<file path="config.mk">
export PLATFORM = sky130hd
export DESIGN_NAME = name_value_pair_key_lookup_flat
export DESIGN_NICKNAME = d
export VERILOG_FILES = /design/src/rtl/core/nvpk_pkg.sv /design/src/rtl/core/nvpk_if.sv /design/src/rtl/core/nvpk_parse.sv /design/src/rtl/core/name_value_pair_key_lookup.sv /design/src/flat_wrapper.sv
export SDC_FILE = /design/constraint.sdc
export NUM_CORES = 1
export LEC_CHECK = 0
export ABC_AREA = 1
export BUFFER_PORTS_ARGS = -buffer_cell sky130_fd_sc_hd__buf_2
export CORE_UTILIZATION = 40
export CTS_BUF_LIST = sky130_fd_sc_hd__clkbuf_8 sky130_fd_sc_hd__clkbuf_16
export CTS_CLUSTER_SIZE = 16
export DETAILED_ROUTE_END_ITERATION = 6
export GPL_ROUTABILITY_DRIVEN = 1
export GPL_TIMING_DRIVEN = 0
export HOLD_SLACK_MARGIN = 0.05
export MAX_ROUTING_LAYER = met4
export SYNTH_ARGS = -nofsm -noshare
export SYNTH_HDL_FRONTEND = slang
export SYNTH_SLANG_ARGS = --single-unit
</file>
<file path="constraint.sdc">
create_clock -name clk -period 17.25 [get_ports clk]
set_clock_uncertainty 0.1 [all_clocks]
set_input_delay 4.3125 -clock clk [delete_from_list [all_inputs] [get_ports clk]]
set_output_delay 4.3125 -clock clk [all_outputs]
set_load 0.01 [all_outputs]
</file>
<file path="src/rtl/core/nvpk_pkg.sv">
// Shared types and constants for the name-value pair key lookup block.
package nvpk_pkg;

  localparam int unsigned MAX_KEY_BYTES = 32;
  localparam int unsigned STREAM_BYTES  = 65536;

  // Largest byte offset that is reported
  localparam int unsigned POS_MAX_INT =
    ((STREAM_BYTES - 1) > 65535) ? 65535 : (STREAM_BYTES - 1);
  localparam logic [16:0] POS_MAX = 17'(POS_MAX_INT);

  localparam int unsigned ADDR_W = 6;
  localparam int unsigned DATA_W = 64;

  // Register indexes (byte address = 8 * index)
  localparam logic [2:0] REG_KEY_LENGTH  = 3'd0;
  localparam logic [2:0] REG_KEY_BYTES_A = 3'd1;
  localparam logic [2:0] REG_KEY_BYTES_B = 3'd2;
  localparam logic [2:0] REG_KEY_BYTES_C = 3'd3;
  localparam logic [2:0] REG_KEY_BYTES_D = 3'd4;

  typedef struct packed {
    logic [5:0]       key_length;
    logic [31:0][7:0] key_bytes;
  } key_cfg_t;

endpackage

</file>
<file path="src/rtl/core/nvpk_if.sv">
// Valid/ready channel interfaces for the stream input and the lookup result.
interface nvpk_in_if;
  logic       valid;
  logic       ready;
  logic [7:0] stream_byte;
  logic       final_byte;

  modport source (output valid, output stream_byte, output final_byte, input ready);
  modport sink (input valid, input stream_byte, input final_byte, output ready);
endinterface

interface nvpk_out_if;
  logic        valid;
  logic        ready;
  logic        found;
  logic [15:0] value_offset;
  logic [30:0] value_length;

  modport source (output valid, output found, output value_offset, output value_length,
                  input ready);
  modport sink (input valid, input found, input value_offset, input value_length,
                output ready);
endinterface

</file>
<file path="src/rtl/core/nvpk_parse.sv">
// Pair parser: input register, parse step that updates the parser state, result register.
module nvpk_parse (
  input  logic               clk,
  input  logic               rst,
  input  nvpk_pkg::key_cfg_t cfg,
  nvpk_in_if.sink            stream_in,
  nvpk_out_if.source         result_out
);

  localparam logic [2:0] PH_NAME_LEN  = 3'd0;
  localparam logic [2:0] PH_VALUE_LEN = 3'd1;
  localparam logic [2:0] PH_NAME      = 3'd2;
  localparam logic [2:0] PH_SKIP      = 3'd3;
  localparam logic [2:0] PH_DONE      = 3'd4;

  // Input stage
  logic       s1_valid;
  logic [7:0] s1_byte;
  logic       s1_last;

  // Parse state
  logic [2:0]  phase, phase_next;
  logic [1:0]  lbc, lbc_next;
  logic [30:0] name_len, name_len_next;
  logic [30:0] value_len, value_len_next;
  logic [4:0]  cidx, cidx_next;
  logic        mis, mis_next;
  logic [31:0] skip_rem, skip_rem_next;
  logic [15:0] pos, pos_next;

  // Result register
  logic        out_valid;
  logic        out_found;
  logic [15:0] out_offset;
  logic [30:0] out_length;

  logic        adv;
  logic        emit;
  logic        emit_found;
  logic [15:0] emit_offset;
  logic [30:0] emit_length;

  logic [16:0] pos_inc;
  logic [15:0] pos_sat;
  logic [30:0] len_src;
  logic [30:0] len_new;
  logic        len_done;
  logic        key_fit;
  logic        mis_now;
  logic [31:0] pair_sum;

  assign adv             = !out_valid || result_out.ready;
  assign stream_in.ready = !s1_valid || adv;

  assign pos_inc = {1'b0, pos} + 17'd1;
  assign pos_sat = (pos_inc > nvpk_pkg::POS_MAX) ? nvpk_pkg::POS_MAX[15:0] : pos_inc[15:0];

  // Shared length accumulator for the name and value lengths
  assign len_src = (phase == PH_VALUE_LEN) ? value_len : name_len;
  always_comb begin
    if (lbc == 2'd0) begin
      if (s1_byte[7]) begin
        len_new  = {24'd0, s1_byte[6:0]};
        len_done = 1'b0;
      end else begin
        len_new  = {23'd0, s1_byte};
        len_done = 1'b1;
      end
    end else begin
      len_new  = {len_src[22:0], s1_byte};
      len_done = (lbc == 2'd1);
    end
  end

  assign key_fit  = (name_len == {25'd0, cfg.key_length}) &&
                    ({26'd0, cfg.key_length} <= 32'(nvpk_pkg::MAX_KEY_BYTES));
  assign mis_now  = mis || (s1_byte != cfg.key_bytes[cidx]);
  assign pair_sum = {1'b0, name_len} + {1'b0, len_new};

  always_comb begin
    phase_next     = phase;
    lbc_next       = lbc;
    name_len_next  = name_len;
    value_len_next = value_len;
    cidx_next      = cidx;
    mis_next       = mis;
    skip_rem_next  = skip_rem;
    pos_next       = pos;
    emit           = 1'b0;
    emit_found     = 1'b0;
    emit_offset    = '0;
    emit_length    = '0;

    unique case (phase)
      PH_NAME_LEN: begin
        name_len_next = len_new;
        lbc_next      = (lbc == 2'd0) ? (s1_byte[7] ? 2'd3 : 2'd0) : lbc - 2'd1;
        if (len_done) begin
          phase_next = PH_VALUE_LEN;
        end
      end
      PH_VALUE_LEN: begin
        value_len_next = len_new;
        lbc_next       = (lbc == 2'd0) ? (s1_byte[7] ? 2'd3 : 2'd0) : lbc - 2'd1;
        if (len_done) begin
          if (key_fit) begin
            if (name_len == 31'd0) begin
              emit        = 1'b1;
              emit_found  = 1'b1;
              emit_offset = pos_sat;
              emit_length = len_new;
              phase_next  = PH_DONE;
            end else begin
              phase_next = PH_NAME;
              cidx_next  = '0;
              mis_next   = 1'b0;
            end
          end else begin
            skip_rem_next = pair_sum;
            phase_next    = (pair_sum != 32'd0) ? PH_SKIP : PH_NAME_LEN;
          end
        end
      end
      PH_NAME: begin
        mis_next = mis_now;
        if (({26'd0, cidx} + 32'd1) >= {1'b0, name_len}) begin
          if (!mis_now) begin
            emit        = 1'b1;
            emit_found  = 1'b1;
            emit_offset = pos_sat;
            emit_length = value_len;
            phase_next  = PH_DONE;
          end else begin
            skip_rem_next = {1'b0, value_len};
            phase_next    = (value_len != 31'd0) ? PH_SKIP : PH_NAME_LEN;
          end
        end else begin
          cidx_next = cidx + 5'd1;
        end
      end
      PH_SKIP: begin
        skip_rem_next = skip_rem - 32'd1;
        if (skip_rem == 32'd1) begin
          phase_next = PH_NAME_LEN;
        end
      end
      default: begin
      end
    endcase

    if (s1_last) begin
      // Report not-found unless this stream already matched
      if (!emit && phase_next != PH_DONE) begin
        emit        = 1'b1;
        emit_found  = 1'b0;
        emit_offset = '0;
        emit_length = '0;
      end
      phase_next     = PH_NAME_LEN;
      lbc_next       = '0;
      name_len_next  = '0;
      value_len_next = '0;
      cidx_next      = '0;
      mis_next       = 1'b0;
      skip_rem_next  = '0;
      pos_next       = '0;
    end else begin
      pos_next = pos_sat;
    end
  end

  always_ff @(posedge clk) begin
    if (rst) begin
      s1_valid <= 1'b0;
    end else if (stream_in.valid && stream_in.ready) begin
      s1_valid <= 1'b1;
    end else if (adv) begin
      s1_valid <= 1'b0;
    end
    if (stream_in.valid && stream_in.ready) begin
      s1_byte <= stream_in.stream_byte;
      s1_last <= stream_in.final_byte;
    end
  end

  always_ff @(posedge clk) begin
    if (rst) begin
      phase     <= PH_NAME_LEN;
      lbc       <= '0;
      name_len  <= '0;
      value_len <= '0;
      cidx      <= '0;
      mis       <= 1'b0;
      skip_rem  <= '0;
      pos       <= '0;
    end else if (s1_valid && adv) begin
      phase     <= phase_next;
      lbc       <= lbc_next;
      name_len  <= name_len_next;
      value_len <= value_len_next;
      cidx      <= cidx_next;
      mis       <= mis_next;
      skip_rem  <= skip_rem_next;
      pos       <= pos_next;
    end
  end

  always_ff @(posedge clk) begin
    if (rst) begin
      out_valid <= 1'b0;
    end else if (adv) begin
      out_valid <= s1_valid && emit;
    end
    if (adv && s1_valid && emit) begin
      out_found  <= emit_found;
      out_offset <= emit_offset;
      out_length <= emit_length;
    end
  end

  assign result_out.valid        = out_valid;
  assign result_out.found        = out_found;
  assign result_out.value_offset = out_offset;
  assign result_out.value_length = out_length;

endmodule

</file>
<file path="src/rtl/core/name_value_pair_key_lookup.sv">
// Name-value pair key lookup: takes one stream byte per clock and reports
// whether a pair with the configured name is present, with its value offset and
// length. A byte is registered on entry, then the pair parser state advances
// and any result lands in an output register. One byte is accepted every
// cycle; the input side holds only while a result waits in the output register
// and the sink is not ready. Key registers are written through the APB port at
// byte address 8*index and should be changed only while the block is idle.
module name_value_pair_key_lookup (
  input  logic                            clk,
  input  logic                            rst,
  input  logic                            psel,
  input  logic                            penable,
  input  logic                            pwrite,
  input  logic [nvpk_pkg::ADDR_W-1:0]     paddr,
  input  logic [nvpk_pkg::DATA_W-1:0]     pwdata,
  output logic [nvpk_pkg::DATA_W-1:0]     prdata,
  output logic                            pready,
  nvpk_in_if.sink                         stream_in,
  nvpk_out_if.source                      result_out
);

  logic [5:0]  key_length;
  logic [63:0] key_bytes_a;
  logic [63:0] key_bytes_b;
  logic [63:0] key_bytes_c;
  logic [63:0] key_bytes_d;
  logic [2:0]  reg_idx;
  logic        cfg_wr;

  nvpk_pkg::key_cfg_t cfg;

  assign pready  = 1'b1;
  assign reg_idx = paddr[5:3];
  assign cfg_wr  = psel && penable && pwrite;

  always_ff @(posedge clk) begin
    if (rst) begin
      key_length  <= '0;
      key_bytes_a <= '0;
      key_bytes_b <= '0;
      key_bytes_c <= '0;
      key_bytes_d <= '0;
    end else if (cfg_wr) begin
      unique case (reg_idx)
        nvpk_pkg::REG_KEY_LENGTH:  key_length  <= pwdata[5:0];
        nvpk_pkg::REG_KEY_BYTES_A: key_bytes_a <= pwdata;
        nvpk_pkg::REG_KEY_BYTES_B: key_bytes_b <= pwdata;
        nvpk_pkg::REG_KEY_BYTES_C: key_bytes_c <= pwdata;
        nvpk_pkg::REG_KEY_BYTES_D: key_bytes_d <= pwdata;
        default: begin
        end
      endcase
    end
  end

  always_comb begin
    unique case (reg_idx)
      nvpk_pkg::REG_KEY_LENGTH:  prdata = {58'd0, key_length};
      nvpk_pkg::REG_KEY_BYTES_A: prdata = key_bytes_a;
      nvpk_pkg::REG_KEY_BYTES_B: prdata = key_bytes_b;
      nvpk_pkg::REG_KEY_BYTES_C: prdata = key_bytes_c;
      nvpk_pkg::REG_KEY_BYTES_D: prdata = key_bytes_d;
      default:                   prdata = '0;
    endcase
  end

  assign cfg.key_length = key_length;
  assign cfg.key_bytes  = {key_bytes_d, key_bytes_c, key_bytes_b, key_bytes_a};

  nvpk_parse u_parse (
    .clk        (clk),
    .rst        (rst),
    .cfg        (cfg),
    .stream_in  (stream_in),
    .result_out (result_out)
  );

endmodule

</file>
<file path="src/flat_wrapper.sv">
// flat-port wrapper written by rule: the top's interface ports become plain ports
module name_value_pair_key_lookup_flat 
  (clk, rst, psel, penable, pwrite, paddr, pwdata, prdata, pready, stream_in_valid, stream_in_stream_byte, stream_in_final_byte, stream_in_ready, result_out_valid, result_out_found, result_out_value_offset, result_out_value_length, result_out_ready);
  nvpk_in_if stream_in_i ();
  nvpk_out_if result_out_i ();
  input  logic clk;
  input  logic rst;
  input  logic psel;
  input  logic penable;
  input  logic pwrite;
  input  logic [nvpk_pkg::ADDR_W-1:0] paddr;
  input  logic [nvpk_pkg::DATA_W-1:0] pwdata;
  output logic [nvpk_pkg::DATA_W-1:0] prdata;
  output logic pready;
  input wire logic [$bits(stream_in_i.valid)-1:0] stream_in_valid;
  input wire logic [$bits(stream_in_i.stream_byte)-1:0] stream_in_stream_byte;
  input wire logic [$bits(stream_in_i.final_byte)-1:0] stream_in_final_byte;
  output wire logic [$bits(stream_in_i.ready)-1:0] stream_in_ready;
  output wire logic [$bits(result_out_i.valid)-1:0] result_out_valid;
  output wire logic [$bits(result_out_i.found)-1:0] result_out_found;
  output wire logic [$bits(result_out_i.value_offset)-1:0] result_out_value_offset;
  output wire logic [$bits(result_out_i.value_length)-1:0] result_out_value_length;
  input wire logic [$bits(result_out_i.ready)-1:0] result_out_ready;
  assign stream_in_i.valid = stream_in_valid;
  assign stream_in_i.stream_byte = stream_in_stream_byte;
  assign stream_in_i.final_byte = stream_in_final_byte;
  assign stream_in_ready = stream_in_i.ready;
  assign result_out_valid = result_out_i.valid;
  assign result_out_found = result_out_i.found;
  assign result_out_value_offset = result_out_i.value_offset;
  assign result_out_value_length = result_out_i.value_length;
  assign result_out_i.ready = result_out_ready;
  name_value_pair_key_lookup u_core (.clk(clk), .rst(rst), .psel(psel), .penable(penable), .pwrite(pwrite), .paddr(paddr), .pwdata(pwdata), .prdata(prdata), .pready(pready), .stream_in(stream_in_i), .result_out(result_out_i));
endmodule
</file>
---- Word-level counts from Yosys, hierarchy flattened ----
Index checks and enable logic that the tools add are counted.
Widths: inputs -> output; s select.
storage, ports and cells
  register bits after elaboration ......... 442
  bits of input ports ..................... 86
  output and inout port bits .............. 115
  word-level logic and storage cells ...... 160
cells by class
  $add $sub $neg .......................... 6
  $lt $le $gt $ge ......................... 4
  equality and inequality tests ........... 19
  multiplexer cells ....................... 73
  reduce and logical (&&, ||, !) cells .... 38
operators by type and width
  kind                   count
  $mux 31                12
  $pmux 64 s5            1
  $mux 32                5
  $mux 16                9
  $pmux 32 s3            1
  $pmux 31 s2            1
  $bmux 8 s5             1
  $add 31x31->32         1
  $eq 32x1->1 const B    1
  $pmux 16 s2            1
  $reduce_bool 32->1     1
  $sub 32x1->32 const B  1
  $eq 31x6->1            1
  $ge 6x31->1            1
  $logic_not 31->1       1
  $reduce_bool 31->1     1
  $mux 5                 5
  $mux 3                 8
  $ne 3x3->1 const B     8
  $mux 23                1
  $add 16x1->17 const B  1
  $gt 17x16->1 const B   1
  $mux 1                 17
  $reduce_and 2->1       8
  other kinds (26)       52

---- Depth between registers and ports, before layout ----
  depth in word-level cells ............... 14
  mapped depth ............................ 34
  mapped depth without buffers ............ 33

---- Cells and area by module ----
From an unflattened synthesis, not the netlist that was laid out.
second synthesis, totals
  cells, all modules ...................... 4650
  area, all modules ....................... 27904.3 um2
modules (own cells, without submodules)
  module                      times used  cells an instance  area an instance (um2)  seq. area each (um2)
  nvpk_parse                  1           2535               15153.3                 4174.0
  name_value_pair_key_lookup  1           2115               12751.0                 5245.0

---- Worst setup path after synthesis ----
No wires, ideal clock.
  path type ............................... input to output
  start ................................... input port paddr[4] (netlist name)
  end ..................................... output port prdata[35] (netlist name)
  arrival time ............................ 5.684 ns
  path slack .............................. 7.153 ns
  stages .................................. 5
  path buffers ............................ 2
  cells stage by stage .................... nor3_1 inv_1 clkbuf_1 clkbuf_1 o2111ai_1
on the way
  cells in the longest elaborated chain, start to end .. 2
RTL lines
  element                             line                              text
  start, declared                     flat_wrapper.sv:11                input logic [nvpk_pkg::ADDR_W-1:0] paddr;
  $eq 3x3->1 (tied with other cells)  name_value_pair_key_lookup.sv:57  unique case (reg_idx)
  $pmux 64 s5 (*)                     name_value_pair_key_lookup.sv:57
  end, declared                       flat_wrapper.sv:13                output logic [nvpk_pkg::DATA_W-1:0] prdata;
Every way passes the cells marked *; elsewhere a longest branch is shown, timed or not.

---- Worst setup path in the final report ----
  start ................................... input port paddr[4] (netlist name)
  end ..................................... output port prdata[4] (netlist name)
Same word-level chain as after synthesis.

==> metrics <==
status finished clean; DPL Wire Length 104000 um; Worst setup EP type primary output; Die W 254 um; DRC viols 0; Post-Synthesis Cells 3847; final hold violations 0; mux contribution to synthesized area 0%; EDFF count, synth 57; final hold slack 0.364 ns; global placer's final weighted congestion 1.07; synth warn 0; worst slew pin tran 1.40 ns; Initial Utilization 40.3%; max_cap viols 0; Worst-path clk slew 0.06 ns; xor/xnor cell area share of the yosys netlist 0.931%; Hold Buf Count CTS 0; met2 GRT Util 54.9%; Top Ports 201; Starting DRT DRC Count 4099; WHS Path Cells 2; Post-Syn Nets 3977; CTS sink cnt 442; Setup TNS 0 ns; CP required 12.84 ns; pin count of the biggest net entering global routing 26; Final min period 11.85 ns; I/O Buffers 195; Rel. slew slack 6.98%; Core Area 63000 um^2; Global Route Usage Sum 42.0%; area fraction in compound gates after synthesis 21.3%; simple-gate share of the synthesized area 27.6%; fmax 84.4 MHz; Pwr Total 2420 uW; initial antenna violation count 10; clock tree buffer depth 3; largest fanout on the critical path 10; hold path start u_core.u_parse.pos[11]; DRT Pass-1 Iters 6; Num CTS Buffers 52; WL final 135000 um; Gates resized, CTS repair 0; distinct cell type count after synthesis 51; Die Y 254 um; Worst Hold Class register to register; worst path arrival time 7.43 ns; ys async rst share 0%; hold path endpoint u_core.u_parse.pos[11]; R2R Setup Slk 10.74 ns; vias in the first global route 26000; Crit Path Class input pin to primary output; met1 GRT Util 59.8%; Synth Area in Adders 2.20%; clk_lat worst skew 0.63 ns; RR Endpoint u_core.u_parse.result_out.value_length[12]; fraction of layout instances using a drive strength above 1 9.48%; cell area after synthesis 25400 um^2; largest family of logic cells by synthesized area simple AND/OR/NAND/NOR gates; Rows 92; Pleak 0.0127 uW; DRT antenna net count 0; Primary FF master, synth dfxtp_1; # fillers 6782; register area share after synthesis 37.1%; Max H-tree Level 2; CTS tree done; Worst R2R Start u_core.u_parse.phase[0]; Vias 29200; met3 Use GR 12.5%; global route overflow 0; postcts setup bufs 0; average cell area after synthesis 6.60 um^2; maximum vdd drop 0.0000678 V; PwrDens 82.9 nW/um^2; fin crit share 68.7%; reg2reg path depth 30; final setup violation count 0; unrepaired setup endpoints after global routing false; Area Growth Syn to Fin 14.7%; Vias per Instance 5.85; Root Buffer clkbuf_16; Max Transition Viols Final 0; first-pass GRT wire length 187000 um; #FFs+latches synth 442; fin nets 4228; GR peak layer met1; die footprint 64500 um^2; startpoint types input pin; per-cell routed wire length 27.0 um
==> final cells by class <==
type | instances | area (um^2) | share of cell area (%)
Multi-Input combinational cell | 2720 | 13200 | 45.5
Timing Repair Buffer | 197 | 1010 | 3.46
Clock buffer | 62 | 1470 | 5.05
Tap cell | 846 | 1060 | 3.63
Buffer | 226 | 1030 | 3.53
Clock inverter | 30 | 153 | 0.524
Antenna cell | 10 | 25.0 | 0.0859
Inverter | 459 | 1730 | 5.92
Sequential cell | 442 | 9420 | 32.3
==> cells by family (layout without fill, tap and decap cells) <==
family,Yosys count,in the layout
fa+ha+maj,44,44
other cells,1,11
compound gates,943,943
xor+xnor,27,27
simple gates,1705,1705
buf+inv,685,974
flops,442,442
==> layer usage <==
metal	share of wire [%]	vias to the layer above	routed length, um
met3	14	287	18200
met5	0	-	0
met2	39	1992	52000
li1	-	13200	-
met1	44	13700	59600
met4	3.7	0	4960
==> registers in the layout (all words and copies together) (netlist names), 6 cells and up <==
name and count:
u_core.key_bytes_a 64, u_core.key_bytes_b 64, u_core.key_bytes_c 64, u_core.key_bytes_d 64, u_core.key_length 6, u_core.u_parse.name_len 31, u_core.u_parse.pos 16, u_core.u_parse.result_out.value_length 31
u_core.u_parse.result_out.value_offset 16, u_core.u_parse.s1_byte 8, u_core.u_parse.skip_rem 32, u_core.u_parse.value_len 31
==> Yosys cell counts (6+ instances only) <==
cell type,instances,area (um^2)
dfxtp_1,385,7710
edfxtp_1,57,1710
nand3_1,252,1260
o2111ai_1,33,289
inv_1,442,1660
xnor2_1,10,87.6
o21ai_0,373,1870
a221o_1,29,290
ha_1,43,538
buf_2,36,180
nor4_1,15,93.8
nor2_1,509,1910
a21oi_1,312,1560
clkinv_1,7,26.3
xor2_1,17,149
o21ai_1,12,60.1
inv_2,9,33.8
buf_4,9,67.6
clkbuf_1,162,608
nand3b_1,7,52.6
a21oi_2,20,175
buf_6,12,135
nand2_1,819,3070
or2_1,7,43.8
a211oi_1,37,278
o211ai_1,44,330
buf_1,6,22.5
o22ai_1,57,357
nor3_1,32,160
nand4_1,31,194
or2_2,18,113
==> metrics by stage <==
| stage | instances | setup slack, ns | util, % | area, um^2 |
|---|---|---|---|---|
| 2_1_floorplan | 3847 | 7.15 | - | 25400 |
| 3_3_place_gp | 4888 | 5.23 | 43.6 | 27400 |
| 3_5_place_dp | 4890 | 5.56 | 43.7 | 27500 |
| 4_1_cts | 4982 | 5.56 | 46.2 | 29100 |
| 5_1_grt | 4992 | 5.41 | 46.3 | 29100 |
| 6_report | 4992 | 5.40 | 46.3 | 29100 |
==> cells in the final DEF, fill, tap and decap left out, types with 7 or more instances in the layout <==
cell,instances
clkinv_1,9
inv_1,455
o21ai_1,12
nand2_1,819
o22ai_1,57
o211ai_1,44
buf_6,13
or2_1,7
buf_4,9
a221o_1,29
clkbuf_1,162
a21oi_2,20
nor2_1,509
diode_2,10
buf_2,231
nand4_1,31
or2_2,18
a211oi_1,37
ha_1,43
clkbuf_8,7
xnor2_1,10
nand3b_1,7
nor4_1,15
clkbuf_16,55
a21oi_1,311
nor3_1,31
nand3_1,252
edfxtp_1,57
inv_2,9
o21ai_0,373
xor2_1,17
dfxtp_1,385
clkinv_2,9
o2111ai_1,33
==> critical path, cell delays in order <==
cell	delay, ns
buf_2	0.12
inv_1	0.06
nor3_1	0.67
clkinv_1	0.66
clkbuf_1	0.60
o22ai_1	0.32
a221oi_1	0.07
o21ai_0	0.34
buf_2	0.27
==> report_power, final <==
part	internal [uW]	switching, uW
Combinational	61.3	188
Clock	603	480
Sequential	1060	20.6
Total	1730	689
==> worst max path at each step <==
stage,startpoint,endpoint,slack (ns),depth (start not counted)
2_1_floorplan,paddr[4],prdata[35],7.15,5
3_3_place_gp,paddr[4],prdata[40],5.23,7
3_5_place_dp,paddr[4],prdata[4],5.56,9
4_1_cts,paddr[4],prdata[4],5.56,9
5_1_grt,paddr[4],prdata[4],5.41,9
6_report,paddr[4],prdata[4],5.40,9
Note: power is estimated with default switching activity, not from simulation.
